===== src/rtl/core/fbpa_pkg.sv =====
// ============================================================================
// fbpa_pkg
// Shared types and constants of the fixed block pool allocator.
// ============================================================================
package fbpa_pkg;

    localparam int unsigned SLOTS         = 8;
    localparam int unsigned IDX_W         = 3;
    localparam int unsigned SIZE_W        = 16;
    localparam int unsigned TASK_W        = 8;
    localparam int unsigned MS_W          = 16;
    localparam int unsigned HOLD_W        = 32;
    localparam int unsigned CNT_W         = 4;
    localparam int unsigned MS_PER_SECOND = 1000;

    typedef enum logic [1:0] {
        OP_ALLOC = 2'd0,
        OP_FREE  = 2'd1,
        OP_TICK  = 2'd2,
        OP_NONE  = 2'd3
    } t_op;

    typedef enum logic [2:0] {
        ST_OK        = 3'd0,
        ST_WAIT      = 3'd1,
        ST_TOO_LARGE = 3'd2,
        ST_SELF_HELD = 3'd3,
        ST_IDLE_FREE = 3'd4
    } t_status;

    // Commands from the controller to the datapath.
    typedef struct packed {
        logic capture;
        logic exec;
    } t_dp_cmd;

endpackage


===== src/rtl/core/fbpa_ctrl.sv =====
// ============================================================================
// fbpa_ctrl
// Controller: input and output handshakes and the two-state sequence.
// ============================================================================
module fbpa_ctrl
    import fbpa_pkg::*;
(
    input  logic    i_clk,
    input  logic    i_rst_n,
    input  logic    i_in_valid,
    output logic    o_in_stall,
    output logic    o_out_valid,
    input  logic    i_out_stall,
    output t_dp_cmd o_cmd
);

    typedef enum logic [1:0] {
        S_IDLE = 2'b01,
        S_EXEC = 2'b10
    } t_state;

    t_state r_state, n_state;
    logic   r_out_valid, n_out_valid;
    logic   exec_fire;

    // The item is executed once the output register is empty or being emptied.
    assign exec_fire  = (r_state == S_EXEC) && (!r_out_valid || !i_out_stall);
    assign o_in_stall = (r_state == S_EXEC);
    assign o_out_valid = r_out_valid;
    assign o_cmd.capture = i_in_valid && (r_state == S_IDLE);
    assign o_cmd.exec    = exec_fire;

    always_comb begin
        n_state     = r_state;
        n_out_valid = r_out_valid;
        if (r_out_valid && !i_out_stall) begin
            n_out_valid = 1'b0;
        end
        case (r_state)
            S_IDLE: begin
                if (i_in_valid) begin
                    n_state = S_EXEC;
                end
            end
            S_EXEC: begin
                if (exec_fire) begin
                    n_state     = S_IDLE;
                    n_out_valid = 1'b1;
                end
            end
            default: begin
                n_state = S_IDLE;
            end
        endcase
    end

    always_ff @(posedge i_clk) begin
        if (!i_rst_n) begin
            r_state     <= S_IDLE;
            r_out_valid <= 1'b0;
        end else begin
            r_state     <= n_state;
            r_out_valid <= n_out_valid;
        end
    end

endmodule


===== src/rtl/core/fbpa_dp.sv =====
// ============================================================================
// fbpa_dp
// Datapath: block sizes, pool state, first-fit search and result registers.
// ============================================================================
module fbpa_dp
    import fbpa_pkg::*;
#(
    parameter int unsigned NUM_BLOCKS   = 8,
    parameter int unsigned WARN_SECONDS = 10
) (
    input  logic              i_clk,
    input  logic              i_rst_n,
    input  t_dp_cmd           i_cmd,
    input  logic              i_cfg_we,
    input  logic [IDX_W-1:0]  i_cfg_index,
    input  logic [SIZE_W-1:0] i_cfg_data,
    input  logic [1:0]        i_op,
    input  logic [SIZE_W-1:0] i_request_size,
    input  logic [IDX_W-1:0]  i_free_index,
    input  logic [TASK_W-1:0] i_task_id,
    input  logic [MS_W-1:0]   i_elapsed_ms,
    output logic [2:0]        o_status,
    output logic [IDX_W-1:0]  o_granted_index,
    output logic              o_overlong_hold,
    output logic              o_foreign_free,
    output logic              o_count_underflow,
    output logic [CNT_W-1:0]  o_in_use_count,
    output logic [CNT_W-1:0]  o_peak_count,
    output logic [HOLD_W-1:0] o_peak_hold_ms
);

    localparam logic [IDX_W:0]    NUM_B   = (IDX_W+1)'(NUM_BLOCKS);
    localparam logic [HOLD_W-1:0] WARN_MS = HOLD_W'(WARN_SECONDS * MS_PER_SECOND);
    localparam logic [CNT_W-1:0]  CNT_MAX = '1;

    // Configuration and pool state.
    logic [SIZE_W-1:0] r_size [SLOTS];
    logic [SLOTS-1:0]  r_in_use, n_in_use;
    logic [TASK_W-1:0] r_owner [SLOTS];
    logic [TASK_W-1:0] n_owner [SLOTS];
    logic [HOLD_W-1:0] r_hold [SLOTS];
    logic [HOLD_W-1:0] n_hold [SLOTS];
    logic [CNT_W-1:0]  r_used, n_used;
    logic [CNT_W-1:0]  r_peak, n_peak;
    logic [HOLD_W-1:0] r_peak_hold, n_peak_hold;

    // Captured transaction.
    t_op               r_op;
    logic [SIZE_W-1:0] r_req;
    logic [IDX_W-1:0]  r_fidx;
    logic [TASK_W-1:0] r_task;
    logic [MS_W-1:0]   r_ms;

    // Result registers.
    t_status           r_status, n_status;
    logic [IDX_W-1:0]  r_granted, n_granted;
    logic              r_over, n_over;
    logic              r_foreign, n_foreign;
    logic              r_under, n_under;

    logic [SLOTS-1:0]  fit;
    logic [SLOTS-1:0]  free_fit;
    logic              other_held;
    logic              found;
    logic [IDX_W-1:0]  gidx;
    logic [IDX_W-1:0]  sel_idx;
    logic [HOLD_W-1:0] sel_hold;
    logic              sel_over;
    logic              fidx_ok;
    logic [HOLD_W:0]   sum [SLOTS];

    // First-fit search: compare against every block in parallel.
    always_comb begin
        fit        = '0;
        other_held = 1'b0;
        for (int i = 0; i < SLOTS; i++) begin
            if (i < NUM_BLOCKS) begin
                fit[i] = (r_size[i] >= r_req);
            end
            if (fit[i] && r_in_use[i] && (r_owner[i] != r_task)) begin
                other_held = 1'b1;
            end
        end
        free_fit = fit & ~r_in_use;
        found    = |free_fit;
        gidx     = '0;
        for (int i = SLOTS - 1; i >= 0; i--) begin
            if (free_fit[i]) begin
                gidx = IDX_W'(i);
            end
        end
    end

    // One hold-time read port, shared by grant and free.
    assign sel_idx  = (r_op == OP_ALLOC) ? gidx : r_fidx;
    assign sel_hold = r_hold[sel_idx];
    assign sel_over = (sel_hold >= WARN_MS);
    assign fidx_ok  = ({1'b0, r_fidx} < NUM_B);

    always_comb begin
        for (int i = 0; i < SLOTS; i++) begin
            sum[i] = {1'b0, r_hold[i]} + (HOLD_W+1)'(r_ms);
        end
    end

    always_comb begin
        n_in_use    = r_in_use;
        n_owner     = r_owner;
        n_hold      = r_hold;
        n_used      = r_used;
        n_peak      = r_peak;
        n_peak_hold = r_peak_hold;
        n_status    = ST_OK;
        n_granted   = '0;
        n_over      = 1'b0;
        n_foreign   = 1'b0;
        n_under     = 1'b0;
        case (r_op)
            OP_ALLOC: begin
                if (found) begin
                    n_over = sel_over;
                    if (r_used != CNT_MAX) begin
                        n_used = r_used + 1'b1;
                    end
                    if (n_used > r_peak) begin
                        n_peak = n_used;
                    end
                    if (sel_hold > r_peak_hold) begin
                        n_peak_hold = sel_hold;
                    end
                    n_in_use[gidx] = 1'b1;
                    n_owner[gidx]  = r_task;
                    n_hold[gidx]   = '0;
                    n_granted      = gidx;
                end else if (!(|fit)) begin
                    n_status = ST_TOO_LARGE;
                end else if (other_held) begin
                    n_status = ST_WAIT;
                end else begin
                    n_status = ST_SELF_HELD;
                end
            end
            OP_FREE: begin
                if (!fidx_ok) begin
                    n_status = ST_IDLE_FREE;
                end else begin
                    n_over = sel_over;
                    if (!r_in_use[r_fidx]) begin
                        n_status = ST_IDLE_FREE;
                    end
                    n_in_use[r_fidx] = 1'b0;
                    if (r_used != '0) begin
                        n_used = r_used - 1'b1;
                    end else begin
                        n_under = 1'b1;
                    end
                    n_foreign = (r_owner[r_fidx] != r_task);
                end
            end
            OP_TICK: begin
                for (int i = 0; i < SLOTS; i++) begin
                    if (r_in_use[i]) begin
                        n_hold[i] = sum[i][HOLD_W] ? '1 : sum[i][HOLD_W-1:0];
                    end
                end
            end
            default: begin
                n_status = ST_OK;
            end
        endcase
    end

    always_ff @(posedge i_clk) begin
        if (!i_rst_n) begin
            for (int i = 0; i < SLOTS; i++) begin
                r_size[i]  <= '0;
                r_owner[i] <= '0;
                r_hold[i]  <= '0;
            end
            r_in_use    <= '0;
            r_used      <= '0;
            r_peak      <= '0;
            r_peak_hold <= '0;
        end else begin
            if (i_cfg_we) begin
                r_size[i_cfg_index] <= i_cfg_data;
            end
            if (i_cmd.exec) begin
                r_in_use    <= n_in_use;
                r_owner     <= n_owner;
                r_hold      <= n_hold;
                r_used      <= n_used;
                r_peak      <= n_peak;
                r_peak_hold <= n_peak_hold;
            end
        end
    end

    always_ff @(posedge i_clk) begin
        if (i_cmd.capture) begin
            r_op   <= t_op'(i_op);
            r_req  <= i_request_size;
            r_fidx <= i_free_index;
            r_task <= i_task_id;
            r_ms   <= i_elapsed_ms;
        end
        if (i_cmd.exec) begin
            r_status  <= n_status;
            r_granted <= n_granted;
            r_over    <= n_over;
            r_foreign <= n_foreign;
            r_under   <= n_under;
        end
    end

    assign o_status          = r_status;
    assign o_granted_index   = r_granted;
    assign o_overlong_hold   = r_over;
    assign o_foreign_free    = r_foreign;
    assign o_count_underflow = r_under;
    assign o_in_use_count    = r_used;
    assign o_peak_count      = r_peak;
    assign o_peak_hold_ms    = r_peak_hold;

endmodule


===== src/rtl/core/fixed_block_pool_allocator.sv =====
// ============================================================================
// fixed_block_pool_allocator
// First-fit allocator over a pool of fixed-size blocks with hold-time stats.
// ============================================================================
// Usage:
// An operation (allocate, free or tick) enters on the input channel when
// i_in_valid is high and o_in_stall is low. Exactly one result leaves on the
// output channel for each operation, taken when o_out_valid is high and
// i_out_stall is low.
// Each operation passes through a capture step, which registers the
// transaction, and an execute step, which searches the pool and updates its
// state, with all blocks compared in parallel. The result is valid in the
// cycle after the update; o_in_stall is high until the operation executes.
// The result sits in an output register, so a new operation is accepted
// while the previous result is still waiting; execution of that operation
// is held while the receiver stalls and the output register is full.
// Block sizes are written on the configuration channel (index 0 to 7) by the
// user only while the block is idle (not enforced); o_cfg_ready is always high.
// Synchronous reset clears the block sizes, all pool state and statistics.
// ============================================================================
module fixed_block_pool_allocator
    import fbpa_pkg::*;
#(
    parameter int unsigned NUM_BLOCKS   = 8,
    parameter int unsigned WARN_SECONDS = 10
) (
    input  logic              i_clk,
    input  logic              i_rst_n,
    input  logic              i_in_valid,
    output logic              o_in_stall,
    input  logic [1:0]        i_op,
    input  logic [SIZE_W-1:0] i_request_size,
    input  logic [IDX_W-1:0]  i_free_index,
    input  logic [TASK_W-1:0] i_task_id,
    input  logic [MS_W-1:0]   i_elapsed_ms,
    output logic              o_out_valid,
    input  logic              i_out_stall,
    output logic [2:0]        o_status,
    output logic [IDX_W-1:0]  o_granted_index,
    output logic              o_overlong_hold,
    output logic              o_foreign_free,
    output logic              o_count_underflow,
    output logic [CNT_W-1:0]  o_in_use_count,
    output logic [CNT_W-1:0]  o_peak_count,
    output logic [HOLD_W-1:0] o_peak_hold_ms,
    input  logic              i_cfg_valid,
    output logic              o_cfg_ready,
    input  logic [IDX_W-1:0]  i_cfg_index,
    input  logic [SIZE_W-1:0] i_cfg_data
);

    t_dp_cmd cmd;

    assign o_cfg_ready = 1'b1;

    fbpa_ctrl u_ctrl (
        .i_clk       (i_clk),
        .i_rst_n     (i_rst_n),
        .i_in_valid  (i_in_valid),
        .o_in_stall  (o_in_stall),
        .o_out_valid (o_out_valid),
        .i_out_stall (i_out_stall),
        .o_cmd       (cmd)
    );

    fbpa_dp #(
        .NUM_BLOCKS   (NUM_BLOCKS),
        .WARN_SECONDS (WARN_SECONDS)
    ) u_dp (
        .i_clk             (i_clk),
        .i_rst_n           (i_rst_n),
        .i_cmd             (cmd),
        .i_cfg_we          (i_cfg_valid),
        .i_cfg_index       (i_cfg_index),
        .i_cfg_data        (i_cfg_data),
        .i_op              (i_op),
        .i_request_size    (i_request_size),
        .i_free_index      (i_free_index),
        .i_task_id         (i_task_id),
        .i_elapsed_ms      (i_elapsed_ms),
        .o_status          (o_status),
        .o_granted_index   (o_granted_index),
        .o_overlong_hold   (o_overlong_hold),
        .o_foreign_free    (o_foreign_free),
        .o_count_underflow (o_count_underflow),
        .o_in_use_count    (o_in_use_count),
        .o_peak_count      (o_peak_count),
        .o_peak_hold_ms    (o_peak_hold_ms)
    );

endmodule


===== config.mk =====
export PLATFORM = sky130hd
export DESIGN_NAME = fixed_block_pool_allocator
export DESIGN_NICKNAME = d
export VERILOG_FILES = /design/src/rtl/core/fbpa_pkg.sv /design/src/rtl/core/fbpa_ctrl.sv /design/src/rtl/core/fbpa_dp.sv /design/src/rtl/core/fixed_block_pool_allocator.sv
export SDC_FILE = /design/constraint.sdc
export NUM_CORES = 2
export LEC_CHECK = 0
export ABC_CLOCK_PERIOD_IN_PS = 7600
export BUFFER_PORTS_ARGS = -buffer_cell sky130_fd_sc_hd__buf_2
export CORE_UTILIZATION = 64
export CTS_CLUSTER_SIZE = 24
export DETAILED_ROUTE_END_ITERATION = 6
export PLACE_DENSITY = 0.82
export SLEW_MARGIN = 10
export SYNTH_ARGS = -nofsm -noshare
export SYNTH_HDL_FRONTEND = slang
export SYNTH_HIERARCHICAL = 1
export SYNTH_SLANG_ARGS = --single-unit

===== constraint.sdc =====
create_clock -name i_clk -period 7.6 [get_ports i_clk]
set_input_delay 1.52 -clock i_clk [delete_from_list [all_inputs] [get_ports i_clk]]
set_output_delay 1.52 -clock i_clk [all_outputs]
set_load 0.02 [all_outputs]

==> metrics list <==
* Result of the run: complete, no violations
- For the worst setup path, the data arrival time is 7760 ps.
- Highest achievable clock rate: 0.137 GHz
- Effective utilization at floorplan: 64.9%
- Share of layout cells above drive strength 1: 7.42%
* Die boundary height: 239 um
- Dividing total power by cell area gives a power density of 180 nW/um2.
* Avg Inst Size Synth: 8.33 um2
* Critical-path cell list: ha_1 -> nand2b_1 -> a2111oi_0 -> nor4_2 -> o31ai_4 -> o32ai_2 -> a311oi_2 -> o21a_4 -> nor2_1 -> and3_1 -> a211oi_1 -> ha_1 -> a21o_1 -> a21o_1 -> a21oi_1 -> nor2_1 -> a211oi_1 -> o211ai_1 -> a21oi_1 -> o31ai_1 -> o21ai_1 -> nor2_4 -> mux2i_1 -> nor2_1
- In the final routed layout, each cell accounts on average for 22.2 um.
- The worst setup path is captured at a register.
- Antenna violations before repair: 3
- TritonRoute pass-1 iters: 7
* DRC violations left: 0
- In this run the horizontal extent of the chip is 239 um.
* Area of combinational cells with multiple inputs: 21,500 um2
* Delay of the slowest critical-path stage: 700 ps
- After synthesis the cells add up to 35,800 um2.
- Total buffers and inverters traversed by the critical path: 0
- Area taken by flip-flops and latches: 12,900 um2
- After technology mapping, the gate count stands at 4,297.
* Share of the clock period used by the worst path: 95.8%
- Once placement finished, the instance area stood at 37,000 um2.
- In this run, CTS created clock tree buffers numbering 58.
* Number of pins exceeding their max-slew limit in the final report: 0
- In the synthesized netlist the async set-or-reset flop fraction comes to 0%.
- Summed over all nets, the half-perimeter wirelength after detailed placement is 80,400 um.
* Area growth from synthesis to layout: 8.69%
* Root buffer cell: sky130_fd_sc_hd__clkbuf_16
* Filler cell count in the final layout: 4,344
- Category of cells accounting for the largest share of critical-path delay: compound AO/OA/AOI/OAI gates
* Global routing usage summed across all routing layers: 39.0%
- Maximum Capacitance Violations: 0
- At the pin with the least slew margin, the transition time is 1250 ps.
- In this run the core area contains 86 standard-cell rows.
* Minimum clock period after layout: 7280 ps
- The slowest stage of the critical path is the sky130_fd_sc_hd__a2111oi_0 cell.
- Port buffering added 119 buffers.
- Top_reg_cell synth: sky130_fd_sc_hd__dfxtp_1
- Overflow left after global routing: 0
- The clock reaches the later pin of the worst-skew pair after 650 ps.
* Most frequent cell on the critical path: sky130_fd_sc_hd__nor2_1
- Worst slew margin relative to its limit: 16.6%
* Type of the worst setup path: register to register
- In this run the count of I/O pins placed on the die edge is 121.
- Pin count of the biggest net entering global routing: 160
- Unrepaired setup endpoints after global routing: false
- The count of endpoints failing hold in the final timing report is 0.
- The final layout contains routed wiring with a total length of 113,000 um.
- DR iter-0 viols: 4,753
- Largest fanout on the critical path: 27
- The net count of the finished layout is 4,679.
* Synth warnings: 6
* Class of the worst hold path: register to register
* Final number of setup-violating endpoints: 0
* CTS sink cnt: 553
- Summed over all cells, the static leakage comes to 15.3 nW.
* Detail Route Antenna Nets: 0
- Synth Net Count: 4,668
- The worst setup path is launched from a register.
* H-Tree Level Count: 2
* Max clock buf depth: 3
- VDD sags by at most 183 uV.
* Number of global-route vias before repair: 30,700
* Area of the die: 56,900 um2
- The first global-routing pass estimated 174,000 um of wire.
- Summing over every cut layer, the via total after detailed routing is 33,900.
- Seq/Total Area, Yosys: 36.0%
* Clock transition at the register clock pins on the worst setup and hold paths after CTS: 80 ps
* Register bit count reported by yosys: 553
* CTS tree: yes
- Between clock sinks in the finished design, the worst skew comes to 25.8 ps.
- Synthesis instantiated 90 different standard cells from the library.
- Using the TritonRoute via totals, the vias-per-cell ratio works out to 6.63.
* Data required time of the critical path: 8080 ps
- Count of flip-flops with a built-in enable after synthesis: 182
- Routability congestion estimate from global placement: 1.03
- Total Neg Setup Slack: 0 ps
- The core region is 55,200 um2.
- Area of all placed cells without fillers: 38,900 um2
-- cell usage in the layout (no fill, tap or decap), types with 14 or more instances in the layout --
master	n
sky130_fd_sc_hd__a211oi_1	37
sky130_fd_sc_hd__a21boi_0	29
sky130_fd_sc_hd__a21o_1	60
sky130_fd_sc_hd__a21oi_1	403
sky130_fd_sc_hd__a221oi_1	16
sky130_fd_sc_hd__a22oi_1	36
sky130_fd_sc_hd__a31oi_1	64
sky130_fd_sc_hd__and2_1	152
sky130_fd_sc_hd__and3_1	62
sky130_fd_sc_hd__buf_2	119
sky130_fd_sc_hd__buf_4	59
sky130_fd_sc_hd__clkbuf_1	15
sky130_fd_sc_hd__clkbuf_16	60
sky130_fd_sc_hd__dfxtp_1	371
sky130_fd_sc_hd__edfxtp_1	182
sky130_fd_sc_hd__ha_1	294
sky130_fd_sc_hd__inv_1	154
sky130_fd_sc_hd__mux2i_1	134
sky130_fd_sc_hd__nand2_1	456
sky130_fd_sc_hd__nand2b_1	28
sky130_fd_sc_hd__nand3_1	181
sky130_fd_sc_hd__nand4_1	44
sky130_fd_sc_hd__nor2_1	353
sky130_fd_sc_hd__nor2b_1	36
sky130_fd_sc_hd__nor3_1	81
sky130_fd_sc_hd__nor4_1	15
sky130_fd_sc_hd__o211ai_1	41
sky130_fd_sc_hd__o21a_1	32
sky130_fd_sc_hd__o21ai_0	381
sky130_fd_sc_hd__o31a_1	14
sky130_fd_sc_hd__or3_1	20
sky130_fd_sc_hd__xnor2_1	122
sky130_fd_sc_hd__xor2_1	42
-- registers in the layout, indices dropped and copies added, names as in the netlist --
signal                  cells
u_dp/o_peak_hold_ms        32
u_dp/o_peak_count           4
u_dp/r_op                   2
u_dp/r_ms                  16
u_dp/o_in_use_count         4
u_ctrl/o_out_valid          1
u_dp/r_task                 8
u_dp/r_in_use               8
u_dp/o_status               3
u_dp/r_hold               256
u_dp/o_count_underflow      1
u_dp/r_owner               64
u_dp/r_size               128
u_dp/o_foreign_free         1
u_ctrl/r_state              2
u_dp/o_overlong_hold        1
u_dp/r_fidx                 3
u_dp/r_req                 16
u_dp/o_granted_index        3
-- path summary, 6_finish.rpt --
check / from / to / slack [ps] / depth (start not counted)
min: u_dp/r_hold[147] / u_dp/r_hold[147] / 480 / 1
max reg2reg: u_dp/r_req[0] / u_dp/o_peak_hold_ms[2] / 320 / 24
max: u_dp/r_req[0] / u_dp/o_peak_hold_ms[2] / 320 / 24
min reg2reg: u_dp/r_hold[147] / u_dp/r_hold[147] / 480 / 1
-- synthesized netlist by cell type (all sizes together), types with 134 or more instances --
master / number / share of area, %
nand2: 458 / 4.8
a21oi: 405 / 5.7
o21ai: 392 / 5.5
dfxtp: 371 / 21
nor2: 356 / 3.7
ha: 294 / 10
clkbuf: 186 / 1.9
edfxtp: 182 / 15
nand3: 181 / 2.5
inv: 155 / 1.6
and2: 153 / 2.7
mux2i: 134 / 3.7
-- through the flow --
step / std cells / setup WS [ps] / power [mW] / util (%) / hold WS [ps]
after floorplan: 4297 / 1470 / 3.84 / - / 432
after global placement: 4994 / 500 / 4.13 / 67.0 / 447
after detailed placement: 4994 / 377 / 4.16 / 67.0 / 455
after CTS: 5102 / 332 / 6.99 / 70.5 / 471
after global routing: 5104 / 100 / 7.23 / 70.5 / 480
final: 5105 / 318 / 7.02 / 70.5 / 478
-- report_power, final --
group / internal, mW / switching [mW] / total (mW)
registers: 3.12 / 0.0766 / 3.19
clock network: 1.63 / 1.24 / 2.87
logic: 0.336 / 0.620 / 0.956
-- repair_timing --
item	4_1_cts	5_1_grt
gates resized for setup	0	2
hold buffers	0	0
endpoints found under the setup margin	0	32
buffers inserted	0	1
-- layer usage --
metal	share of wire [%]	GRT usage, %	up-vias
li1	-	-	15600
met2	42	57.2	2055
met4	4.2	15.3	6
met3	13	9.30	348
met5	0.034	0	-
met1	41	55.2	15900
-- kinds of logic (layout without fill, tap and decap cells) --
logic type | after synthesis | after routing | synth area share [%]
adders and majority gates | 302 | 302 | 10.7
buffers and inverters | 386 | 444 | 4.23
and+or+nand+nor | 1485 | 1486 | 19.6
muxes | 145 | 145 | 4.12
DFF | 553 | 553 | 36.0
AOI/OAI and AO/OA | 1261 | 1261 | 21.3
other | 1 | 2 | 0.0105
xor gates and xnor gates | 164 | 164 | 4.01
-- cell type report --
type                            instances  share of cell area (%)
Tap cell                              748                    2.40
Sequential cell                       553                    33.1
Multi-Input combinational cell       3359                    55.3
Inverter                              155                    1.51
Clock inverter                         24                   0.582
Clock buffer                           84                    4.28
Antenna cell                            1                 0.00643
Timing Repair Buffer                  181                    2.82
Power figures use the tool's default switching activity.
